### config.mk
export PLATFORM = sky130hd
export DESIGN_NAME = overwriting_ring_buffer_top
export DESIGN_NICKNAME = d
export VERILOG_FILES = /design/src/orb_pkg.sv /design/src/orb_store.sv /design/src/overwriting_ring_buffer_top.sv
export SDC_FILE = /design/constraint.sdc
export NUM_CORES = 1
export LEC_CHECK = 0
export BUFFER_PORTS_ARGS = -buffer_cell sky130_fd_sc_hd__clkbuf_2
export CAP_MARGIN = 0
export CORE_MARGIN = 2
export CORE_UTILIZATION = 55
export CTS_CLUSTER_DIAMETER = 150
export CTS_CLUSTER_SIZE = 10
export DETAILED_ROUTE_END_ITERATION = 16
export HOLD_SLACK_MARGIN = 0.15
export PLACE_DENSITY_LB_ADDON = 0.15
export SYNTH_ARGS = -nofsm -noshare
export SYNTH_HDL_FRONTEND = slang
export SYNTH_SLANG_ARGS = --single-unit
### constraint.sdc
create_clock -name clock -period 4.5 [get_ports clock]
set_input_delay 0.45 -clock clock [delete_from_list [all_inputs] [get_ports clock]]
set_output_delay 0.45 -clock clock [all_outputs]
set_load 0.02 [all_outputs]
### src/orb_pkg.sv
// Shared types, constants and position arithmetic for the overwriting ring buffer.
package orb_pkg;

   localparam int MAX_DEPTH = 16;
   localparam int POS_W     = $clog2(MAX_DEPTH);
   localparam int CAP_W     = 5;
   localparam int WORD_W    = 32;
   localparam int CNT_W     = POS_W + 1;

   localparam logic [1:0] ACT_PUT  = 2'd0;
   localparam logic [1:0] ACT_GET  = 2'd1;
   localparam logic [1:0] ACT_DUMP = 2'd2;

   localparam logic [CAP_W-1:0] CAP_RESET = CAP_W'(16);

   typedef enum logic [3:0] {
      ST_IDLE,
      ST_PUT_WR,
      ST_PUT_RD,
      ST_GET,
      ST_GET_OUT,
      ST_DUMP_CNT,
      ST_DUMP_RD,
      ST_DUMP_OUT,
      ST_NONE
   } state_type;

   typedef struct packed {
      logic              wr_en;
      logic [POS_W-1:0]  wr_addr;
      logic [WORD_W-1:0] wr_data;
      logic              rd_en;
      logic [POS_W-1:0]  rd_addr;
   } store_req_type;

   function automatic logic [CAP_W-1:0] eff_capacity(input logic [CAP_W-1:0] cap);
      logic [CAP_W-1:0] c;
      c = cap;
      if (c == '0) c = CAP_W'(1);
      if (c > CAP_W'(MAX_DEPTH)) c = CAP_W'(MAX_DEPTH);
      return c;
   endfunction

   function automatic logic [POS_W-1:0] advance(input logic [POS_W-1:0] pos,
                                                input logic [CAP_W-1:0] eff);
      logic [CAP_W-1:0] n;
      n = CAP_W'(pos) + CAP_W'(1);
      if (n >= eff) n = '0;
      return n[POS_W-1:0];
   endfunction

endpackage

### src/orb_store.sv
// Word store of the ring buffer: one write port and one registered read port.
module orb_store
   import orb_pkg::*;
(
   input  logic              clock,
   input  store_req_type     store_req,
   output logic [WORD_W-1:0] rd_data
);

   logic [WORD_W-1:0] mem [MAX_DEPTH];
   logic [WORD_W-1:0] rd_data_ff;

   always_ff @(posedge clock) begin
      if (store_req.wr_en) begin
         mem[store_req.wr_addr] <= store_req.wr_data;
      end
   end

   always_ff @(posedge clock) begin
      if (store_req.rd_en) begin
         rd_data_ff <= mem[store_req.rd_addr];
      end
   end

   assign rd_data = rd_data_ff;

endmodule

### src/overwriting_ring_buffer_top.sv
// Top level of the overwriting ring buffer: sequencer, positions, flags and result register.
//
//   channel  direction  tdata          tuser                               tlast
//   req      in         put_value      action                              -
//   rsp      out        word_out       word_valid, now_empty, now_full     last_of_run
//   csr      in         buffer_capacity (write only, csr_wr_en/csr_wr_data)
//
// A put runs ST_PUT_WR, ST_PUT_RD; a get ST_GET, ST_GET_OUT; an empty get or unused action
// ends in ST_NONE. A dump runs ST_DUMP_CNT, then ST_DUMP_RD and ST_DUMP_OUT per held word,
// or ST_NONE if none is held. The states share one advance unit; store reads are registered.
// Reset is synchronous and clears the positions and flags; the store keeps its contents.
// A stalled result holds the sequencer at the next result it wants to show.
module overwriting_ring_buffer_top
   import orb_pkg::*;
(
   input  logic                     clock,
   input  logic                     reset,
   input  logic                     req_tvalid,
   output logic                     req_tready,
   input  logic signed [WORD_W-1:0] req_tdata,  // put_value
   input  logic [1:0]               req_tuser,  // action
   output logic                     rsp_tvalid,
   input  logic                     rsp_tready,
   output logic signed [WORD_W-1:0] rsp_tdata,  // word_out
   output logic [2:0]               rsp_tuser,  // word_valid, now_empty, now_full
   output logic                     rsp_tlast,  // last_of_run
   input  logic                     csr_wr_en,
   input  logic [CAP_W-1:0]         csr_wr_data
);

   state_type         state_ff, state_in;
   logic [POS_W-1:0]  wp_ff, wp_in;
   logic [POS_W-1:0]  rp_ff, rp_in;
   logic [POS_W-1:0]  pos_ff, pos_in;
   logic [CNT_W-1:0]  cnt_ff, cnt_in;
   logic              empty_ff, empty_in;
   logic              full_ff, full_in;
   logic [CAP_W-1:0]  cap_ff;
   logic [WORD_W-1:0] val_ff, val_in;

   logic [WORD_W-1:0] rsp_word_ff;
   logic              rsp_valid_ff, rsp_wvalid_ff, rsp_empty_ff, rsp_full_ff, rsp_last_ff;

   logic              emit;
   logic [WORD_W-1:0] emit_word;
   logic              emit_wvalid, emit_empty, emit_full, emit_last;

   logic              out_free;
   logic [CAP_W-1:0]  eff;
   logic [POS_W-1:0]  adv_arg, adv_res;
   logic signed [CNT_W:0] dump_count;
   logic              dump_some;
   logic [WORD_W-1:0] rd_data;
   store_req_type     store_req;

   orb_store u_store (
      .clock     (clock),
      .store_req (store_req),
      .rd_data   (rd_data)
   );

   assign eff      = eff_capacity(cap_ff);
   assign adv_res  = advance(adv_arg, eff);
   assign out_free = !rsp_valid_ff || rsp_tready;

   assign dump_count = (wp_ff > rp_ff)
                     ? ((CNT_W+1)'(wp_ff) - (CNT_W+1)'(rp_ff))
                     : ((CNT_W+1)'(eff) - ((CNT_W+1)'(rp_ff) - (CNT_W+1)'(wp_ff)));
   assign dump_some  = !empty_ff && !dump_count[CNT_W] && (dump_count != '0);

   assign req_tready = (state_ff == ST_IDLE);

   always_comb begin
      state_in    = state_ff;
      wp_in       = wp_ff;
      rp_in       = rp_ff;
      pos_in      = pos_ff;
      cnt_in      = cnt_ff;
      empty_in    = empty_ff;
      full_in     = full_ff;
      val_in      = val_ff;
      adv_arg     = wp_ff;
      emit        = 1'b0;
      emit_word   = '1;
      emit_wvalid = 1'b0;
      emit_empty  = empty_ff;
      emit_full   = full_ff;
      emit_last   = 1'b1;
      store_req.wr_en   = 1'b0;
      store_req.wr_addr = wp_ff;
      store_req.wr_data = val_ff;
      store_req.rd_en   = 1'b0;
      store_req.rd_addr = rp_ff;
      case (state_ff)
         ST_IDLE: begin
            if (req_tvalid) begin
               val_in = req_tdata;
               case (req_tuser)
                  ACT_PUT:  state_in = ST_PUT_WR;
                  ACT_GET:  state_in = ST_GET;
                  ACT_DUMP: state_in = ST_DUMP_CNT;
                  default:  state_in = ST_NONE;
               endcase
            end
         end
         ST_PUT_WR: begin
            store_req.wr_en = 1'b1;
            adv_arg         = wp_ff;
            wp_in           = adv_res;
            empty_in        = 1'b0;
            state_in        = ST_PUT_RD;
         end
         ST_PUT_RD: begin
            adv_arg = rp_ff;
            if (out_free) begin
               emit       = 1'b1;
               emit_empty = 1'b0;
               emit_full  = full_ff || (wp_ff == rp_ff);
               if (full_ff) begin
                  rp_in = adv_res;
               end else begin
                  full_in = (wp_ff == rp_ff);
               end
               state_in = ST_IDLE;
            end
         end
         ST_GET: begin
            full_in = 1'b0;
            adv_arg = rp_ff;
            if (empty_ff) begin
               state_in = ST_NONE;
            end else begin
               store_req.rd_en = 1'b1;
               rp_in           = adv_res;
               state_in        = ST_GET_OUT;
            end
         end
         ST_GET_OUT: begin
            if (out_free) begin
               emit        = 1'b1;
               emit_word   = rd_data;
               emit_wvalid = 1'b1;
               emit_empty  = (rp_ff == wp_ff);
               emit_full   = 1'b0;
               empty_in    = (rp_ff == wp_ff);
               state_in    = ST_IDLE;
            end
         end
         ST_DUMP_CNT: begin
            if (dump_some) begin
               cnt_in   = dump_count[CNT_W-1:0];
               pos_in   = rp_ff;
               state_in = ST_DUMP_RD;
            end else begin
               state_in = ST_NONE;
            end
         end
         ST_DUMP_RD: begin
            store_req.rd_en   = 1'b1;
            store_req.rd_addr = pos_ff;
            adv_arg           = pos_ff;
            pos_in            = adv_res;
            cnt_in            = cnt_ff - CNT_W'(1);
            state_in          = ST_DUMP_OUT;
         end
         ST_DUMP_OUT: begin
            if (out_free) begin
               emit        = 1'b1;
               emit_word   = rd_data;
               emit_wvalid = 1'b1;
               emit_last   = (cnt_ff == '0);
               state_in    = (cnt_ff == '0) ? ST_IDLE : ST_DUMP_RD;
            end
         end
         ST_NONE: begin
            if (out_free) begin
               emit     = 1'b1;
               state_in = ST_IDLE;
            end
         end
         default: begin
            state_in = ST_IDLE;
         end
      endcase
   end

   always_ff @(posedge clock) begin
      if (reset) begin
         state_ff <= ST_IDLE;
         wp_ff    <= '0;
         rp_ff    <= '0;
         empty_ff <= 1'b1;
         full_ff  <= 1'b0;
         cap_ff   <= CAP_RESET;
         rsp_valid_ff <= 1'b0;
      end else begin
         state_ff <= state_in;
         wp_ff    <= wp_in;
         rp_ff    <= rp_in;
         empty_ff <= empty_in;
         full_ff  <= full_in;
         if (csr_wr_en) begin
            cap_ff <= csr_wr_data;
         end
         if (emit) begin
            rsp_valid_ff <= 1'b1;
         end else if (rsp_tready) begin
            rsp_valid_ff <= 1'b0;
         end
      end
   end

   always_ff @(posedge clock) begin
      pos_ff <= pos_in;
      cnt_ff <= cnt_in;
      val_ff <= val_in;
      if (emit) begin
         rsp_word_ff   <= emit_word;
         rsp_wvalid_ff <= emit_wvalid;
         rsp_empty_ff  <= emit_empty;
         rsp_full_ff   <= emit_full;
         rsp_last_ff   <= emit_last;
      end
   end

   assign rsp_tvalid = rsp_valid_ff;
   assign rsp_tdata  = rsp_word_ff;
   assign rsp_tuser  = {rsp_full_ff, rsp_empty_ff, rsp_wvalid_ff};
   assign rsp_tlast  = rsp_last_ff;

   // The buffer can never be empty and full at once.
   assert property (@(posedge clock) disable iff (reset) !(empty_ff && full_ff))
      else $error("empty and full flags set together");

   // Only one item is in work at a time.
   assert property (@(posedge clock) disable iff (reset)
      (req_tvalid && req_tready) |=> !req_tready)
      else $error("second item accepted while busy");

   // A dump word that is not the last one comes from a buffer that holds words.
   assert property (@(posedge clock) disable iff (reset)
      (rsp_tvalid && rsp_tuser[0] && !rsp_tlast) |-> !rsp_tuser[1])
      else $error("dump word reported with empty buffer");

   // A result never reports the buffer as full and empty together.
   assert property (@(posedge clock) disable iff (reset)
      rsp_tvalid |-> !(rsp_tuser[1] && rsp_tuser[2]))
      else $error("result reports empty and full");

endmodule

======== Word level (Yosys, flattened, before mapping) ========
Memory sizes are Yosys's and may differ from the RTL's. A register that Yosys moved wholly into a read port is not among the register bits.
Index checks and enable logic that the tools add are counted.
operators by class
  add/sub/neg operators ................... 5
  multiply operators ...................... 0
  div/mod/pow operators ................... 0
  order comparisons ....................... 3
  equal/unequal tests ..................... 19
  shifts and indexed selects .............. 0
  muxes and demuxes ....................... 41
  bitwise gates (word level) .............. 0
  reductions and logical operators ........ 27
operators by type and width
  kind                                                                 number
  4-bit two-way mux                                                    11
  4-bit case mux with 7 select lines                                   1
  4-bit case mux with 2 select lines                                   3
  4-bit by 3-bit == test with 1-bit output (second input constant)     4
  5-bit two-way mux                                                    3
  1-bit two-way mux                                                    14
  2-bit != test (second input constant)                                6
  4-bit case mux with 3 select lines                                   1
  5-bit zero test                                                      2
  1-bit case mux with 2 select lines                                   5
  5-bit case mux with 2 select lines                                   1
  2-bit AND reduction                                                  5
  4-bit by 4-bit subtractor with 5-bit output                          2
  4-bit by 2-bit == test with 1-bit output (second input constant)     2
  4-bit == test                                                        2
  2-bit nonzero test                                                   4
  6-bit two-way mux                                                    1
  6-bit nonzero test                                                   1
  5-bit by 6-bit subtractor with 6-bit output                          1
  4-bit by 1-bit adder with 5-bit output (second input constant)       1
  5-bit >= comparator                                                  1
  5-bit > comparator (second input constant)                           1
  5-bit by 1-bit subtractor with 5-bit output (second input constant)  1
  4-bit by 1-bit == test with 1-bit output (second input constant)     1
  other kinds (16)                                                     21
storage, ports and cells
  register bits after elaboration ......... 97
  latch bits .............................. 0
  bits in writable memories ............... 512
  memory bits (read-only) ................. 0
  logic and storage cells ................. 111
  memories kept ........................... 1
memory list
  memory       depth  bits a word  read ports  clocked after Yosys merged registers in  wr ports  line             RTL
  u_store.mem  16     32           1           1                                        1         orb_store.sv:10  logic [WORD_W-1:0] mem [MAX_DEPTH];

======== Depth between registers and ports, before layout ========
  depth in word-level cells ............... 11
  mapped depth ............................ 14

======== Hierarchy ========
From an unflattened synthesis, not the netlist that was laid out.
second synthesis, totals
  cells, all modules ...................... 1288
  area total of the unflattened synthesis .. 25060.3 µm²
modules (own cells, without submodules)
  module                       instances  cells an instance  area each (µm²)  seq. area each (µm²)
  orb_store                    1          838                20155.6          16335.7
  overwriting_ring_buffer_top  1          450                4904.7           2712.6

======== Worst setup path before layout ========
OpenSTA, ideal clock, no wires.
  path kind ............................... register -> register
  start ................................... register state_ff[0]
  end ..................................... memory u_store.mem[3][0] (enable)
  setup time .............................. 461 ps
  data arrival time ....................... 3677 ps
  setup slack ............................. 362 ps
  cell stages (with the launch flop) ...... 7
  path buffers ............................ 2
  clock period less this slack ............ 4138 ps
  cell sequence ........................... dfxtp_1 > clkbuf_1 > clkbuf_1 > nand3b_1 > inv_1 > nand3_1 > nor3_1
between the ends
  word-level cells in the longest chain between the ends .. 4
RTL lines
  what                                      line                                RTL
  start: declaration                        overwriting_ring_buffer_top.sv:31   state_type state_ff, state_in;
  start signal: assignment                  overwriting_ring_buffer_top.sv:197  state_ff <= state_in;
  4-bit by 1-bit == test with 1-bit output  overwriting_ring_buffer_top.sv:94   case (state_ff)
  1-bit two-way mux                         overwriting_ring_buffer_top.sv:94
  1-bit two-way mux                         orb_store.sv:14                     if (store_req.wr_en) begin
  1-bit two-way mux (implied by the code)   orb_store.sv:15                     mem[store_req.wr_addr] <= store_req.wr_data;
  end: declaration                          orb_store.sv:10
Every way passes these cells.

======== Worst setup path after layout ========
  start ................................... register state_ff[1]
  end ..................................... register rp_ff[2]
between the ends
  word-level cells in the longest chain between the ends .. 9
  elaborated cells between the ends (all ways) .. 17
RTL lines
  what                                      line                                RTL
  4-bit by 2-bit == test with 1-bit output  overwriting_ring_buffer_top.sv:94
  2-bit OR reduction (no line)              -
  4-bit case mux with 2 select lines        overwriting_ring_buffer_top.sv:94
  4-bit by 1-bit adder with 5-bit output    orb_pkg.sv:47                       n = CAP_W'(pos) + CAP_W'(1);
  5-bit >= comparator                       orb_pkg.sv:48                       if (n >= eff) n = '0;
  4-bit two-way mux                         orb_pkg.sv:48
  4-bit two-way mux                         overwriting_ring_buffer_top.sv:119  if (full_ff) begin
  4-bit two-way mux                         overwriting_ring_buffer_top.sv:115  if (out_free) begin
  4-bit case mux with 2 select lines        overwriting_ring_buffer_top.sv:94
  end signal: assignment                    overwriting_ring_buffer_top.sv:199  rp_ff <= rp_in;
  end: declaration                          overwriting_ring_buffer_top.sv:33   logic [POS_W-1:0] rp_ff, rp_in;
Several ways; a longest one is shown, not always the timed one. The select of a mux whose other input is x is not followed.
A chain may end at the register's enable or synchronous reset.

==> run summary <==
The detail route stage leaves a number of antenna-violating nets equal to 0. The horizontal extent of the die is 221 um, and the slew at the pin closest to its max-slew limit is 0.945 ns. After synthesis, the largest family of logic cells by area is compound AO/OA/AOI/OAI gates. In this run the critical register-to-register path is launched from state_ff[1]. The clock insertion delay at the later pin of the skew report came out at 0.61 ns.

By area the synthesized netlist is led by edfxtp_1, a211oi_1, nand2_1. Setup repair after global routing left no endpoint under its margin. TritonCTS built the clock tree. Net switching power figure: 0.00272 W. The startpoint identified for the worst hold timing path is csr_wr_en. The run gives 0.404 mV as the peak supply drop. The proportion of synthesized chip area in sequential cells was 0.736. Of all nets on the critical path, the largest fanout is 16. The share of the synthesized area in the top cell type is 0.720, and the max-cap violation count is 0.

For the worst setup path, the data required time is 5.00 ns. For the global-route usage over all layers, the log shows 0.238. Leaving out fill and tap cells, the most frequent cell in the layout is edfxtp_1.

The vias per cell came out at 6.01. The critical path starts at state_ff[1]. The number of nets handed over by synthesis was 1,902.

The initialized floorplan defines 79 standard-cell rows. The leakage power of the design is 9.59 nW. The tools report the root cell of the clock tree as clkbuf_16. By instance count, the cell type seen most on the critical path is ha_1.

The type of the tightest min-delay check is in2reg. The library cells used most frequently in the layout, excluding fill and tap cells, are edfxtp_1, nand2_1, a211oi_1. Gates resized during post-CTS repair numbered 0.

The basic-gate share of the synthesized area counting and, or, nand and nor cells is 0.102, and the complex-gate fraction of the synthesized area is 0.119. The post-synthesis sequential element count was 641. The post-synthesis xor/xnor area fraction works out to 0.00474.

For the fmax, the log shows 248 MHz. The run gives 0.369 as the headroom to the max-slew limit. The number of antenna violations at the first check in global routing came out at 0. In the final layout, flip-flops and latches occupy 19,000 um2.

Area of the core: 46,600 um2. Summed over all layers, the routed wires come to 58,400 um. The share of synthesized area spent on multiplexers works out to 0.00271. The critical path endpoint category was a register.

The run gives 0.0128 W as the overall power consumption. The post-CTS setup repair buffer count is 0. The post-route fraction of the period consumed by the critical path is 0.897, and the fraction of power consumed by the clock network is 0.407. The part of the power in combinational logic was 0.050; the area share of fa/ha/maj cells after synthesis was 0.0110.

The first global-routing pass estimated 89,200 um of wire. The floorplan step defined a die boundary enclosing 48,800 um2. The final number of setup-violating endpoints is 0, and the DRC violation total after the first TritonRoute iteration is 1,296. The logs give 641 for the number of sinks on the clock net and 0 for the number of hold violations in the final report.

Compared with the post-synthesis result, the final layout area differs by 14.5%. The final sum of negative setup slack came out at 0 ns. Critical path class: reg2reg. At the end of routability-driven placement, the weighted congestion stood at 0.856.

For this run, the number of Yosys warnings is 0. A synthesized cell averages 14.1 um2. 0 antenna diodes ended up in the layout. The clock tree buffer depth was 3; the overall overflow remaining after global route was 0. The die boundary height is 221 um, and the initial core utilization is 0.556. On the worst path, the slowest cell contributes a delay of 0.65 ns. In the routed design, unresolved DRC markers number 0.

The logs give 2,014 for the number of nets in the finished design and 54 for the distinct cell type count of the synthesized netlist. Buffers placed on the I/O ports in this run total 81. Entering global routing, the biggest net connects 93 pins. The via count of the first global-routing pass came out at 15,100. STA puts the critical path data arrival time at 4.53 ns.

In this run the cell area of the synthesized design comes to 25,900 um2. The element type at the critical path start was a register. The number of pins with negative max-slew slack in the final report came out at 0. The tools report the sequential share of power as 0.543. Total of fill cells in the finished design: 3,366. The tools report the H-tree depth as 3.

The share of layout cells above drive strength 1 was 0.124; the largest clock skew in the final design was 0.0171 ns. For this design the ratio of total power to cell area is 430 nW/um2. In the final routed layout, each cell accounts on average for 22.7 um. The first detailed-routing pass took 5 iterations.

The slowest cell on the critical path was dfxtp_1. Counting I/O delays and the setup requirement, the final critical path takes 4.04 ns. TritonCTS created 74 clock buffers. The number of enable flip-flop cells after synthesis is 621, and the number of ports placed on the die boundary is 82. The tools report the internal cell power as 0.0100 W. The switching part of the total is 0.213, and the share of synthesized registers carrying an async set or reset is 0.

The leading register cell type out of synthesis is edfxtp_1. The logs give 6390 um2 for the footprint of the multi-input gates and 31,900 um for the final HPWL from detailed placement. The run finished with clean final reports.

The run gives 1,837 as the cell count after synthesis. The cell taking the most area after synthesis was edfxtp_1. After clock tree synthesis, the clock-pin slew on the worst setup and hold paths is 0.05 ns. The critical path goes through and4bb_1 > nor2_1 > a221o_1 > ha_1 > ha_1 > a21o_1 > nand2_1 > and4_1 > nor4b_1 > a221o_2 > nor3_2 > a22o_1. Across all layers, the routed design uses 15,500 vias.
cells in the mapped netlist (6+ instances only):
cell type	n
a31oi_1	70
nand2_1	287
nor2_1	44
ha_1	18
dfxtp_1	20
mux2i_1	7
nand3_1	9
xnor2_1	11
and2_1	135
edfxtp_1	621
clkbuf_1	106
o21ai_0	17
nor2b_1	6
a21oi_1	89
a21o_1	7
inv_1	25
a211oi_1	164
buf_1	8
a311oi_1	64
buf_2	15
nor3_1	9
or3_1	36
area by class of cell:
| class | count | area share |
|---|---|---|
| Clock buffer | 90 | 0.0659 |
| Timing Repair Buffer | 169 | 0.0450 |
| Clock inverter | 6 | 0.00241 |
| Inverter | 25 | 0.00316 |
| Multi-Input combinational cell | 1038 | 0.216 |
| Sequential cell | 641 | 0.642 |
| Tap cell | 607 | 0.0256 |
layer usage:
metal / track usage / wire length (um) / vias to the layer above
li1: - / - / 7230
met1: 0.330 / 25500 / 7709
met2: 0.392 / 28400 / 452
met3: 0.0386 / 3060 / 101
met4: 0.0712 / 1410 / 0
met5: 0 / 0 / -
sequential cells by signal, indices dropped and copies added, names as in the netlist, 4 cells and up:
signal           cells
cap_ff               5
cnt_ff               5
pos_ff               4
rp_ff                4
rsp_tdata           32
state_ff             4
u_store.mem        512
u_store.rd_data     32
val_ff              32
wp_ff                4
power by group through the flow:
stage / sequential (W) / combinational, W / clock (W)
2_1_floorplan: 0.00701 / 0.000390 / 0
3_3_place_gp: 0.00704 / 0.000608 / 0
3_5_place_dp: 0.00705 / 0.000616 / 0
4_1_cts: 0.00693 / 0.000645 / 0.00529
5_1_grt: 0.00695 / 0.000702 / 0.00550
6_report: 0.00693 / 0.000637 / 0.00519
critical path: cells and delay by family, from the launching register on:
family	cells	cell delay, ns
AOI/OAI and AO/OA	4	1.13
adders and majority gates	2	0.69
DFF	1	0.65
and+or+nand+nor	6	1.45
kinds of logic (layout without fill, tap and decap cells):
group	count (synthesis)	in the layout
AND/OR/NAND/NOR	553	553
XOR/XNOR	14	14
buffers and inverters	158	290
multiplexers	7	7
adder cells (fa/ha/maj)	21	21
flip-flops	641	641
AO/OA/AOI/OAI	443	443
stage by stage:
step           setup WS [ns]   util  instances  instance area [um2]  hold slack, ns
3_5_place_dp           0.507  0.585       2443                27300           0.484
6_report               0.462  0.637       2576                29700           0.205
2_1_floorplan          0.362      -       1837                25900           0.455
4_1_cts                0.503  0.637       2576                29700           0.183
5_1_grt                0.177  0.637       2576                29700           0.222
3_3_place_gp           0.601  0.585       2443                27300           0.470
what timing repair did:
item | in CTS | in global routing
setup endpoints to repair | 0 | 0
hold buffers | 37 | 0
endpoints found under the hold margin | 37 | 0
final timing paths:
kind                             endpoint  slack [ns]  depth (start not counted)
worst max-delay path             rp_ff[2]        0.46                         12
worst min-delay path            cap_ff[4]        0.21                          2
worst max register to register   rp_ff[2]        0.46                         12
worst min register to register  cap_ff[0]        0.49                          2
No activity file was read; power rests on OpenSTA's default activity.
